## src/rtl/ilir_pkg.sv

```systemverilog
// Shared types and codes for the indexed list store.
`timescale 1ns / 1ps
package ilir_pkg;

  localparam int FUNC_W = 2;
  localparam int POS_W  = 7;
  localparam int VAL_W  = 32;
  localparam int STAT_W = 2;
  localparam int CNT_W  = 7;

  localparam logic [FUNC_W-1:0] FN_INSERT = 2'd0;
  localparam logic [FUNC_W-1:0] FN_REMOVE = 2'd1;
  localparam logic [FUNC_W-1:0] FN_GET    = 2'd2;
  localparam logic [FUNC_W-1:0] FN_SET    = 2'd3;

  localparam logic [STAT_W-1:0] ST_OK    = 2'd0;
  localparam logic [STAT_W-1:0] ST_RANGE = 2'd1;
  localparam logic [STAT_W-1:0] ST_FULL  = 2'd2;

  // Command broadcast to every cell of the row
  localparam logic [1:0] OP_HOLD  = 2'd0;
  localparam logic [1:0] OP_INS   = 2'd1;
  localparam logic [1:0] OP_REM   = 2'd2;
  localparam logic [1:0] OP_WRITE = 2'd3;

  typedef struct packed {
    logic [1:0]       op;
    logic [POS_W-1:0] pos;
  } cmd_t;

  typedef struct packed {
    logic [VAL_W-1:0]  value_out;
    logic [STAT_W-1:0] status;
    logic [CNT_W-1:0]  entry_count;
    logic [CNT_W-1:0]  capacity_now;
  } res_t;

endpackage

```

## src/rtl/ilir_cell.sv

```systemverilog
// One list entry; shifts to or from its neighbors on insert and remove.
`timescale 1ns / 1ps
module ilir_cell #(
  parameter int INDEX      = 0,
  parameter int DATA_WIDTH = 32
) (
  input  logic                  clk,
  input  ilir_pkg::cmd_t        cmd,
  input  logic [DATA_WIDTH-1:0] wr_data,
  input  logic [DATA_WIDTH-1:0] left_q,
  input  logic [DATA_WIDTH-1:0] right_q,
  output logic [DATA_WIDTH-1:0] q
);

  logic [DATA_WIDTH-1:0] data_r;
  logic [DATA_WIDTH-1:0] data_nxt;
  logic                  at_pos;
  logic                  above_pos;

  assign at_pos    = (INDEX == int'(cmd.pos));
  assign above_pos = (INDEX > int'(cmd.pos));

  always_comb begin
    data_nxt = data_r;
    unique case (cmd.op)
      ilir_pkg::OP_INS: begin
        if (at_pos) begin
          data_nxt = wr_data;
        end else if (above_pos) begin
          data_nxt = left_q;
        end
      end
      ilir_pkg::OP_REM: begin
        if (at_pos || above_pos) begin
          data_nxt = right_q;
        end
      end
      ilir_pkg::OP_WRITE: begin
        if (at_pos) begin
          data_nxt = wr_data;
        end
      end
      default: data_nxt = data_r;
    endcase
  end

  // entries at or above the count are never read, so no reset is needed
  always_ff @(posedge clk) begin
    data_r <= data_nxt;
  end

  assign q = data_r;

endmodule

```

## config.mk

```make
export PLATFORM = sky130hd
export DESIGN_NAME = ilir_cell
export DESIGN_NICKNAME = d
export VERILOG_FILES = /design/src/rtl/ilir_pkg.sv /design/src/rtl/ilir_cell.sv
export SDC_FILE = /design/constraint.sdc
export NUM_CORES = 1
export LEC_CHECK = 0
export BUFFER_PORTS_ARGS = -buffer_cell sky130_fd_sc_hd__clkbuf_2
export CAP_MARGIN = 40
export CORE_MARGIN = 1
export CORE_UTILIZATION = 33
export DETAILED_ROUTE_END_ITERATION = 10
export PLACE_DENSITY = 0.77
export SLEW_MARGIN = 10
export SYNTH_ARGS = -nofsm -noshare
export SYNTH_HDL_FRONTEND = slang
export SYNTH_SLANG_ARGS = --single-unit
```

## constraint.sdc

```tcl
create_clock -name clk -period 1.43 [get_ports clk]
set_input_delay 0.143 -clock clk [delete_from_list [all_inputs] [get_ports clk]]
set_output_delay 0.143 -clock clk [all_outputs]
set_load 0.03 [all_outputs]
```

After elaboration in Yosys (flattened, before gate mapping). Cells that the tools add are included.

Equal/unequal tests: 5. Muxes and demuxes: 3. Reduce and logical (&&, ||, !) cells: 4.

Operator list (number): $mux W32 (2); $pmux W32 S2 (1); $logic_not A7 Y1 (1); $eq A2 B2 Y1 const B (2); $reduce_and A3 Y1 (1); $eq A2 B1 Y1 const B (1); $ne A2 B1 Y1 const B (1); $ne A2 B2 Y1 const B (1); $reduce_bool A2 Y1 (1); $reduce_or A2 Y1 (1).

Flip-flop bits (word level): 32. Bits of input ports: 106. Output and inout port bits: 32. Logic and storage cells: 13.

Depth between registers and ports, before layout.
Depth after elaboration: 4. Gate-level depth with buffers: 3. Depth with buffers taken out: 2.

Worst setup path before layout. OpenSTA, ideal clock, no wires.

Path type: input-to-reg. Start point: in cmd[1] (netlist name). End point: reg data_r[0], in the netlist q[0] (enable). Setup time: 0.387 ns. Data arrival time: 1.167 ns. Required time: 1.043 ns. Path slack: -0.124 ns. Stages: 2. Path buffers: 0. Path through: nor4_1 -> o211a_1.

Word-level cells in the longest chain between the ends: 3. Elaborated cells between the ends (all ways): 4. Classes of those cells: 2 x eq/ne; 2 x reduce/logical.

RTL lines: start, declared (line ilir_cell.sv:8) `input ilir_pkg::cmd_t cmd,`; $logic_not A7 Y1 * (line ilir_cell.sv:20) `assign at_pos = (INDEX == int'(cmd.pos));`; $ne A2 B2 Y1 (no line) / $ne A2 B1 Y1 (equally long branches); $reduce_and A3 Y1 (no line) *; end signal, assigned (line ilir_cell.sv:49) `data_r <= data_nxt;`; end, declared (line ilir_cell.sv:15) `logic [DATA_WIDTH-1:0] data_r;`.

Every way passes the cells marked *; elsewhere a longest branch is shown, timed or not. A chain may end at the register's enable or synchronous reset.

Worst setup path in the final report.
Start point: reg data_r[4], in the netlist q[4]. End point: out q[4].

RTL lines: end, declared (line ilir_cell.sv:12) `output logic [DATA_WIDTH-1:0] q`.

No word-level cell between the ends.

==> flow_metrics.py <==
metrics = {
    "critical_path": {
        "path_delay_family": "flip-flops",
        "worstPathMaxFanout": 1,
        "critPathSlowestCell": "edfxtp_1",
        "cp_num_buf_inv": 1,
        "cp.arrival_ns": 0.85,
        "critPathMaxStageDelay_ns": 0.36,
        "start_kind": "register",
        "cp.required_ns": 1.29,
        "crit_chain": "clkbuf_2",
        "path_class": "register to output pin",
        "end_kind": "output pin",
    },
    "cells_and_area": {
        "n_fill_cell": 370,
        "final_common_cell": "clkbuf_2",
        "final_cell_mix": "105 x clkbuf_2, 32 x edfxtp_1, 29 x mux2_4",
        "final_layout_size_suffix_gt1_frac": 0.814,
        "area_delta_synth_final_pct": 44.5,
        "seq_area_sq_um": 961,
        "multi_input_area_sq_um": 490,
        "final_nets": 288,
        "n_antenna_cell": 0,
        "largest_reg_flops": 32,
    },
    "floorplanning": {
        "start_util": 0.347,
        "io-pin-count": 138,
        "dieArea_sq_um": 4890,
        "floorplan.die.height_um": 69.9,
        "row_count": 24,
        "design.core.area_sq_um": 4380,
        "die_w_um": 69.9,
    },
    "sta": {
        "timing.final.crit_share": 0.693,
        "clock.fmax_mhz": 1010,
        "setup_viol": 0,
        "slew-limit-headroom": 0.855,
        "fin_crit_ns": 0.992,
        "timing.hold.ws_ns": 0.156,
        "finalHoldViolations": 0,
        "worst_slew_pin_slew_ns": 0.216,
        "fin_setup_tns_ns": 0,
        "rsz0062_at_grt": "no",
        "slew_violations": 0,
    },
    "drt": {
        "first_iter_violations": 30,
        "wl_per_cell_um": 12.0,
        "first_pass_iters": 3,
        "antenna_left": 0,
        "num_vias": 1026,
        "viasPerCell": 4.37,
        "drc": 0,
        "wl_mm": 2.83,
    },
    "cts": {
        "cts_sinks": 32,
        "cts_setup_buffers": 0,
        "cts_made_buffers": 5,
        "hold_buffers": 0,
        "cts_root_buffer": "clkbuf_8",
        "clk_pin_slew_ns": 0.07,
        "clock_path_buffers": 2,
        "cts_resized": 0,
        "cts_tree": "yes",
        "htree_levels": 2,
    },
    "synthesis": {
        "ys_seq_area_frac": 0.631,
        "postSynthCellCount": 71,
        "synth.top_cell.area_share": 0.631,
        "yosysWarningCount": 0,
        "synth_area_sq_um": 1520,
        "synth_seq_cells": 32,
        "synth_cell_types": 8,
        "ys_top_cells_by_area": "edfxtp_1 63%, mux2_4 29%, buf_12 3.9%",
        "synth_nets": 177,
        "synth_top_cell_by_area": "edfxtp_1",
        "syn_avg_cell_area_sq_um": 21.4,
    },
    "power": {
        "p_per_area_nw_per_um2": 983,
        "power.leakage_nw": 1.05,
        "max-vdd-ir-drop_v": 0.000501,
    },
    "grt": {
        "antenna_found_initial": 0,
        "grt_pass1_wl_mm": 4.52,
        "grtUsageMet2": 0.193,
        "met3_usage": 0.0635,
        "grtUsageTotal": 0.125,
        "grt_overflow": 0,
        "met1_usage": 0.139,
        "grt_pass1_vias": 982,
        "grt_max_degree": 33,
        "grt.busiest_layer": "met2",
    },
    "run_status": {
        "status": "finished, final reports clean",
    },
    "placement": {
        "place_congestion": 0.731,
        "io_buffers": 105,
    },
    "hold_path": {
        "hold_path.class": "input port to register",
    },
    "flow_run": {
        "maxCapViolations": 0,
    },
}
area by class of cell:
type,instances,area share
clock buffer,5,0.0313
clock inverter,3,0.0193
multi-input combinational,35,0.223
sequential,32,0.437
tap,52,0.0296
timing repair buffer,108,0.260
cell families (layout without fill, tap and decap cells):
| logic type | count (synthesis) | in the layout | synth area share |
|---|---|---|---|
| flip-flops | 32 | 32 | 0.631 |
| AO/OA/AOI/OAI | 1 | 1 | 0.00657 |
| multiplexers | 32 | 32 | 0.308 |
| buffers and inverters | 4 | 116 | 0.0468 |
| AND/OR/NAND/NOR | 2 | 2 | 0.00739 |
report_power, final:
part | internal (mW) | switching, mW
combinational | 0.182 | 0.0812
sequential | 1.04 | 0.00116
clock | 0.515 | 0.340
final timing paths:
check / startpoint / to / slack [ns] / cells after the start
worst max-delay path: q[4] / q[4] / 0.44 / 1
worst min-delay path: right_q[4] / q[4] / 0.16 / 2
metrics by stage:
step | setup WS, ns | util | cells | total power, mW | cell area (sq um)
floorplan | 0.0513 | - | 71 | 1.23 | 1520
global placement | 0.178 | 0.477 | 227 | 1.33 | 2090
detailed placement | 0.167 | 0.477 | 227 | 1.33 | 2090
CTS | 0.416 | 0.502 | 235 | 2.20 | 2200
global route | 0.387 | 0.502 | 235 | 2.26 | 2200
finish | 0.438 | 0.502 | 235 | 2.16 | 2200
routing by layer:
layer,vias to the layer above,routed length (um),share of wire
met3,4,349,0.12
met1,452,1080,0.38
met2,71,1350,0.48
li1,499,-,-
met5,-,0,0
met4,0,47,0.017
cell usage after synthesis, drive strengths merged:
| master | number |
|---|---|
| buf | 4 |
| edfxtp | 32 |
| mux2 | 32 |
| nor3 | 1 |
| nor4 | 1 |
| o211a | 1 |
(Power assumes the default switching activity.)
