[src/rtl/ilir_pkg.sv]
// Shared types and codes for the indexed list store.
`timescale 1ns / 1ps
package ilir_pkg;

  localparam int FUNC_W = 2;
  localparam int POS_W  = 7;
  localparam int VAL_W  = 32;
  localparam int STAT_W = 2;
  localparam int CNT_W  = 7;

  localparam logic [FUNC_W-1:0] FN_INSERT = 2'd0;
  localparam logic [FUNC_W-1:0] FN_REMOVE = 2'd1;
  localparam logic [FUNC_W-1:0] FN_GET    = 2'd2;
  localparam logic [FUNC_W-1:0] FN_SET    = 2'd3;

  localparam logic [STAT_W-1:0] ST_OK    = 2'd0;
  localparam logic [STAT_W-1:0] ST_RANGE = 2'd1;
  localparam logic [STAT_W-1:0] ST_FULL  = 2'd2;

  // Command broadcast to every cell of the row
  localparam logic [1:0] OP_HOLD  = 2'd0;
  localparam logic [1:0] OP_INS   = 2'd1;
  localparam logic [1:0] OP_REM   = 2'd2;
  localparam logic [1:0] OP_WRITE = 2'd3;

  typedef struct packed {
    logic [1:0]       op;
    logic [POS_W-1:0] pos;
  } cmd_t;

  typedef struct packed {
    logic [VAL_W-1:0]  value_out;
    logic [STAT_W-1:0] status;
    logic [CNT_W-1:0]  entry_count;
    logic [CNT_W-1:0]  capacity_now;
  } res_t;

endpackage

[src/rtl/ilir_ctrl.sv]
// Count and capacity bookkeeping, range checks and the command for the cell row.
`timescale 1ns / 1ps
module ilir_ctrl #(
  parameter int DEPTH      = 64,
  parameter int DATA_WIDTH = 32
) (
  input  logic                        clk,
  input  logic                        rst_n,
  input  logic                        accept,
  input  logic [ilir_pkg::FUNC_W-1:0] func,
  input  logic [ilir_pkg::POS_W-1:0]  position,
  input  logic [ilir_pkg::VAL_W-1:0]  value_in,
  input  logic [DATA_WIDTH-1:0]       rd_data,
  output ilir_pkg::cmd_t              cmd,
  output logic [DATA_WIDTH-1:0]       wr_data,
  output ilir_pkg::res_t              res
);

  localparam int CW = $clog2(DEPTH + 1);
  localparam int PW = (CW > ilir_pkg::POS_W) ? CW : ilir_pkg::POS_W;

  logic [CW-1:0]                 count_r, count_nxt;
  logic [CW-1:0]                 cap_r, cap_nxt;
  logic [CW-1:0]                 cnt_dec;
  logic [CW-1:0]                 cap_grown;
  logic [CW-1:0]                 cap_shrunk;
  logic [CW:0]                   cap_dbl;
  logic [PW-1:0]                 posx, cntx;
  logic                          do_ins;
  logic [ilir_pkg::STAT_W-1:0]   st;
  logic [DATA_WIDTH-1:0]         vout;

  assign posx    = PW'(position);
  assign cntx    = PW'(count_r);
  assign cnt_dec = count_r - CW'(1);
  assign cap_dbl = {cap_r, 1'b0};

  always_comb begin
    if (cap_dbl > (CW + 1)'(DEPTH)) begin
      cap_grown = CW'(DEPTH);
    end else begin
      cap_grown = cap_dbl[CW-1:0];
    end
  end

  // One removal drops at most one halving step unless the list empties
  always_comb begin
    if (cnt_dec == '0) begin
      cap_shrunk = CW'(1);
    end else if ({cnt_dec, 2'b00} < {2'b00, cap_r}) begin
      cap_shrunk = cap_r >> 1;
    end else begin
      cap_shrunk = cap_r;
    end
  end

  always_comb begin
    cmd.op    = ilir_pkg::OP_HOLD;
    cmd.pos   = position;
    wr_data   = DATA_WIDTH'(value_in);
    count_nxt = count_r;
    cap_nxt   = cap_r;
    do_ins    = 1'b0;
    st        = ilir_pkg::ST_OK;
    vout      = '0;
    unique case (func)
      ilir_pkg::FN_INSERT: begin
        if (posx > cntx) begin
          st = ilir_pkg::ST_RANGE;
        end else begin
          do_ins = 1'b1;
        end
      end
      ilir_pkg::FN_REMOVE: begin
        if (posx >= cntx) begin
          st = ilir_pkg::ST_RANGE;
        end else begin
          vout      = rd_data;
          cmd.op    = ilir_pkg::OP_REM;
          count_nxt = cnt_dec;
          cap_nxt   = cap_shrunk;
        end
      end
      ilir_pkg::FN_GET: begin
        if (posx >= cntx) begin
          st = ilir_pkg::ST_RANGE;
        end else begin
          vout = rd_data;
        end
      end
      ilir_pkg::FN_SET: begin
        if (posx > cntx) begin
          st = ilir_pkg::ST_RANGE;
        end else if (posx == cntx) begin
          do_ins = 1'b1;  // append at the end
        end else begin
          vout   = rd_data;
          cmd.op = ilir_pkg::OP_WRITE;
        end
      end
      default: st = ilir_pkg::ST_OK;
    endcase
    if (do_ins) begin
      if (count_r == CW'(DEPTH)) begin
        st = ilir_pkg::ST_FULL;
      end else begin
        cmd.op    = ilir_pkg::OP_INS;
        count_nxt = count_r + CW'(1);
        if (count_r == cap_r) begin
          cap_nxt = cap_grown;
        end
      end
    end
    if (!accept) begin
      cmd.op = ilir_pkg::OP_HOLD;
    end
  end

  always_ff @(posedge clk) begin
    if (!rst_n) begin
      count_r <= '0;
      cap_r   <= CW'(1);
    end else if (accept) begin
      count_r <= count_nxt;
      cap_r   <= cap_nxt;
    end
  end

  assign res.value_out    = ilir_pkg::VAL_W'(vout);
  assign res.status       = st;
  assign res.entry_count  = ilir_pkg::CNT_W'(count_nxt);
  assign res.capacity_now = ilir_pkg::CNT_W'(cap_nxt);

endmodule

[config.mk]
export PLATFORM = sky130hd
export DESIGN_NAME = ilir_ctrl
export DESIGN_NICKNAME = d
export VERILOG_FILES = /design/src/rtl/ilir_pkg.sv /design/src/rtl/ilir_ctrl.sv
export SDC_FILE = /design/constraint.sdc
export NUM_CORES = 1
export LEC_CHECK = 0
export BUFFER_PORTS_ARGS = -buffer_cell sky130_fd_sc_hd__buf_4
export CAP_MARGIN = 20
export CORE_MARGIN = 2
export CORE_UTILIZATION = 41
export DETAILED_ROUTE_END_ITERATION = 8
export PLACE_DENSITY = 0.75
export SKIP_LAST_GASP = 1
export SLEW_MARGIN = 5
export SYNTH_ARGS = -nofsm -noshare
export SYNTH_HDL_FRONTEND = slang
export SYNTH_SLANG_ARGS = --single-unit
export TNS_END_PERCENT = 5
[constraint.sdc]
create_clock -name clk -period 4.57 [get_ports clk]
set_input_delay 0.914 -clock clk [delete_from_list [all_inputs] [get_ports clk]]
set_output_delay 0.914 -clock clk [all_outputs]
set_load 0.02 [all_outputs]
---- After elaboration in Yosys (flattened, before gate mapping) ----
Index checks and enable logic that the tools add are counted.
cells by class
  $add $sub $neg .......................... 2
  order comparisons ....................... 4
  equality and inequality tests ........... 6
  multiplexer cells ....................... 32
  reduce and logical (&&, ||, !) cells .... 4
operator list
  cell                                                           number
  2-to-1 mux 32 bit                                              3
  2-to-1 mux 7 bit                                               12
  case mux 32 bit (2 select lines)                               1
  2-to-1 mux 2 bit                                               8
  == test 7 bit                                                  2
  less-than comparator 9 x 7 -> 1 bit                            1
  greater-than comparator 8 x 7 -> 1 bit, second input constant  1
  case mux 2 bit (2 select lines)                                2
  adder 7 x 1 -> 7 bit, second input constant                    1
  == test 7 bit, second input constant                           1
  greater-or-equal comparator 7 bit                              1
  greater-than comparator 7 bit                                  1
  logical NOT 7 bit                                              1
  subtractor 7 x 1 -> 7 bit, second input constant               1
  2-to-1 mux 1 bit                                               5
  == test 2 bit, second input constant                           2
  OR reduction 2 bit                                             2
  == test 2 x 1 -> 1 bit, second input constant                  1
  logical NOT 2 bit                                              1
  case mux 1 bit (2 select lines)                                1
word-level totals
  flip-flop bits (word level) ............. 14
  input bits .............................. 76
  output and inout port bits .............. 89
  logic and storage cells ................. 50

---- Logic depth before layout (Yosys ltp) ----
  depth after elaboration ................. 9
  depth in mapped cells ................... 13
  depth with buffers taken out ............ 11

---- Worst setup path after synthesis ----
OpenSTA, ideal clock, no wires.
  path type ............................... input-to-output
  start point ............................. input position[5] in the netlist's numbering
  end point ............................... output res[10] in the netlist's numbering
  arrival ................................. 2.992 ns
  data required time ...................... 3.656 ns
  setup slack ............................. 0.664 ns
  stages on the path ...................... 9
  cell sequence ........................... ha_1 and4_4 a31oi_1 or3b_1 clkbuf_1 or2_1 buf_4 mux2i_1 xnor2_1
RTL lines
  item             line             text
  start, declared  ilir_ctrl.sv:11  input logic [ilir_pkg::POS_W-1:0] position,
  end, declared    ilir_ctrl.sv:16  output ilir_pkg::res_t res

==> metrics.txt <==
Pwr per Cell Area 170 mW/mm^2; critical path arrival 3.25 ns; ANT cells 0; vias per inst 5.43; Reg2Reg Depth 8; fraction of registers with async set or reset after synthesis 0%; Cell Int Power 304 uW; post-route ant nets 0; vias in the first global route 2278; # hold bufs at CTS 0; PortBufs 100; Die W 81.2 um; Post-Synth Adder-Cell Area 9.73%; CTS Buf Count 3; initial antenna violation count 0; CP endpoint kind output pin; htree depth 1; root buf cell clkbuf_8; post-synthesis cell area 0.00244 mm^2; total die area 0.00659 mm^2; CTS resizes 0; Syn Area/Cell 7.17 um^2; GRT Total Usage 21.2%; Initial Utilization 41.8%; dpl hpwl 5.74 mm; Comb pwr share 52.6%; Post-synth EDFFs 0; CTS tree built; Vias 2498; crit path kind in -> out; Rows 28; largest net degree at the start of global routing 33; Final nets 482; multiplexer share of the synthesized area 4.92%; crit path launch type input pin; Clock Sinks 14; switching share of power 39.9%; gpl congestion 0.881; worst hold path cell count 2; share of cells above drive strength 1 29.9%; P&R area growth vs syn 21.6%; post-synthesis compound-gate area fraction 18.9%; synth unique cells 55; endpoints failing setup 0; clock skew 0.00203 ns; fin crit share 91.1%; Final min period 4.16 ns; fin. max-slew vios 0; Final WS setup 0.406 ns; Leakage 1.37 nW; RSZ-0062 raised after global routing false; WL final 7.13 mm; Worst R2R End cntx[1]$_SDFFE_PN0P_; Register Area 280 um^2; clock group share of total power 20.6%; CP Max Fanout 12; syn_nets 436; HP Start cap_r[2]$_SDFFE_PN0P_; WL per Instance 15.5 um; first-pass GRT wire length 11.3 mm; Peak VDD IR 0.0000991 V; P_sw 202 uW; Sequential Power Share 26.8%; hold endpoint cap_r[2]$_SDFFE_PN0P_; latest clock arrival within the worst-skew pair 0.24 ns; Cells after Synth 341; Seq cells post-synth 14; Hold Fails Final Rpt 0; Core Area 0.00585 mm^2; predominant post-synthesis flop cell dfxtp_1; Slew headroom 48.8%; Post-Place Setup Slack 0.417 ns; GRT overflow 0; setup bufs post-CTS 0; Fillers 560; reg2reg start cntx[2]$_SDFFE_PN0P_; Bufs on Longest Clock Path 2; Max-cap violations 0; 1st-iter DRT viols 159; simple-gate portion of the synthesized area 29.6%; DRC errors left 0; outcome finished clean; synth warn 0; f_max 0.240 GHz; setup TNS 0 ns; area of the multi-input gates 0.00169 mm^2; r2r setup slk 1.55 ns; die height 81.2 um; overall power 506 uW; Synth Area in XOR/XNOR 5.73%; part of the Yosys area used for sequential elements 11.5%; Required @ worst endpoint 3.66 ns; Slew @ Worst Pin 0.761 ns; main combinational cell family by area after synthesis simple AND/OR/NAND/NOR gates; worst hold path class reg -> reg; DRT Pass-1 Iters 5; Clock transition at path regs 0.06 ns; # IOs 165
-- stage by stage --
stage	area (um^2)	hold slack, ns	cells	util [%]
final	2970	0.584	460	50.8
after global routing	2970	0.636	460	50.8
after CTS	2970	0.580	460	50.8
after detailed placement	2930	0.573	457	50.1
after global placement	2930	0.551	457	50.1
after floorplan	2440	0.526	341	-
-- worst max-delay path, cell delays in order --
cell and delay (ns):
buf_4 0.11, ha_1 0.32, and4_4 0.25, a31oi_1 0.12, or3b_1 0.50, or2_1 0.46
o21ai_1 0.26, xnor2_1 0.15, buf_4 0.16
-- per-layer routing --
layer,vias to the layer above,part of all wire [%],GRT usage [%]
li1,1244,-,-
met1,1151,44,29.7
met2,99,48,33.4
met3,4,7.9,4.89
met4,0,0.53,3.56
met5,-,0,0
-- power by group through the flow --
stage | Clock, mW | Sequential [mW] | Combinational [mW]
after floorplan | 0 | 0.132 | 0.214
after global placement | 0 | 0.138 | 0.259
after detailed placement | 0 | 0.138 | 0.264
after CTS | 0.105 | 0.135 | 0.265
after global routing | 0.113 | 0.136 | 0.291
final | 0.105 | 0.135 | 0.266
-- registers in the layout, summed over array words and instances, names as in the netlist --
register  flops
cntx          7
cap_r         7
-- Yosys cell counts (all sizes together) (2+ instances only) --
library cell / count / area share [%]
a21o: 2 / 0.61
or4: 6 / 2.0
o31ai: 2 / 0.61
mux2i: 12 / 4.9
o2111ai: 2 / 0.72
and3: 6 / 1.5
or2: 2 / 0.51
xnor2: 15 / 5.4
ha: 19 / 9.7
and4: 2 / 0.82
o211a: 2 / 0.82
nand4: 4 / 1.0
nor3: 14 / 2.9
nand2b: 3 / 0.77
clkbuf: 20 / 3.1
o221ai: 3 / 1.1
o21a: 5 / 1.5
nor4: 6 / 1.5
a21oi: 11 / 2.3
a41o: 2 / 0.82
nand3: 8 / 1.6
a31oi: 7 / 1.8
dfxtp: 14 / 11
nor2: 17 / 2.7
inv: 21 / 3.2
o21ai: 11 / 2.3
nand3b: 3 / 0.92
o21bai: 2 / 0.61
o211ai: 5 / 1.5
nand2: 22 / 3.4
buf: 44 / 13
and2: 34 / 8.7
a41oi: 3 / 1.4
-- final cells by class --
type,instances,share of cell area (%)
multi-input combinational,242,56.8
tap,75,3.16
sequential,14,9.43
inverter,21,2.65
timing repair buffer,105,26.5
clock buffer,3,1.39
-- how the worst max path moves through the flow --
| stage | cells past startpoint | end | start |
|---|---|---|---|
| 2_1_floorplan | 9 | res[10] | position[5] |
| 3_3_place_gp | 9 | res[13] | position[5] |
| 3_5_place_dp | 9 | res[13] | position[5] |
| 4_1_cts | 9 | res[13] | position[5] |
| 5_1_grt | 9 | res[9] | cntx[2]$_SDFFE_PN0P_ |
| 6_report | 9 | res[9] | position[5] |
-- placed cells by master (no fill, tap or decap), types with 2 or more instances in the layout --
| cell | n |
|---|---|
| a21o_1 | 2 |
| a21oi_1 | 11 |
| a31oi_1 | 7 |
| a41o_1 | 2 |
| a41oi_1 | 2 |
| and2_1 | 34 |
| and3_1 | 6 |
| buf_4 | 105 |
| clkbuf_8 | 3 |
| dfxtp_1 | 14 |
| ha_1 | 19 |
| inv_1 | 21 |
| mux2i_1 | 12 |
| nand2_1 | 22 |
| nand2b_1 | 3 |
| nand3_1 | 8 |
| nand3b_1 | 3 |
| nand4_1 | 4 |
| nor2_1 | 16 |
| nor3_1 | 13 |
| nor4_1 | 6 |
| o2111ai_1 | 2 |
| o211ai_1 | 5 |
| o21a_1 | 5 |
| o21ai_0 | 7 |
| o21ai_1 | 4 |
| o21bai_1 | 2 |
| o221ai_1 | 3 |
| o31ai_1 | 2 |
| or4_1 | 5 |
| xnor2_1 | 15 |
-- cells by family after synthesis --
group	Yosys count
AOI/OAI and AO/OA	65
xor gates and xnor gates	16
adders and majority gates	19
buffers and inverters	85
DFF	14
muxes	12
and+or+nand+nor	130
Note: power is estimated with default switching activity, not from simulation.
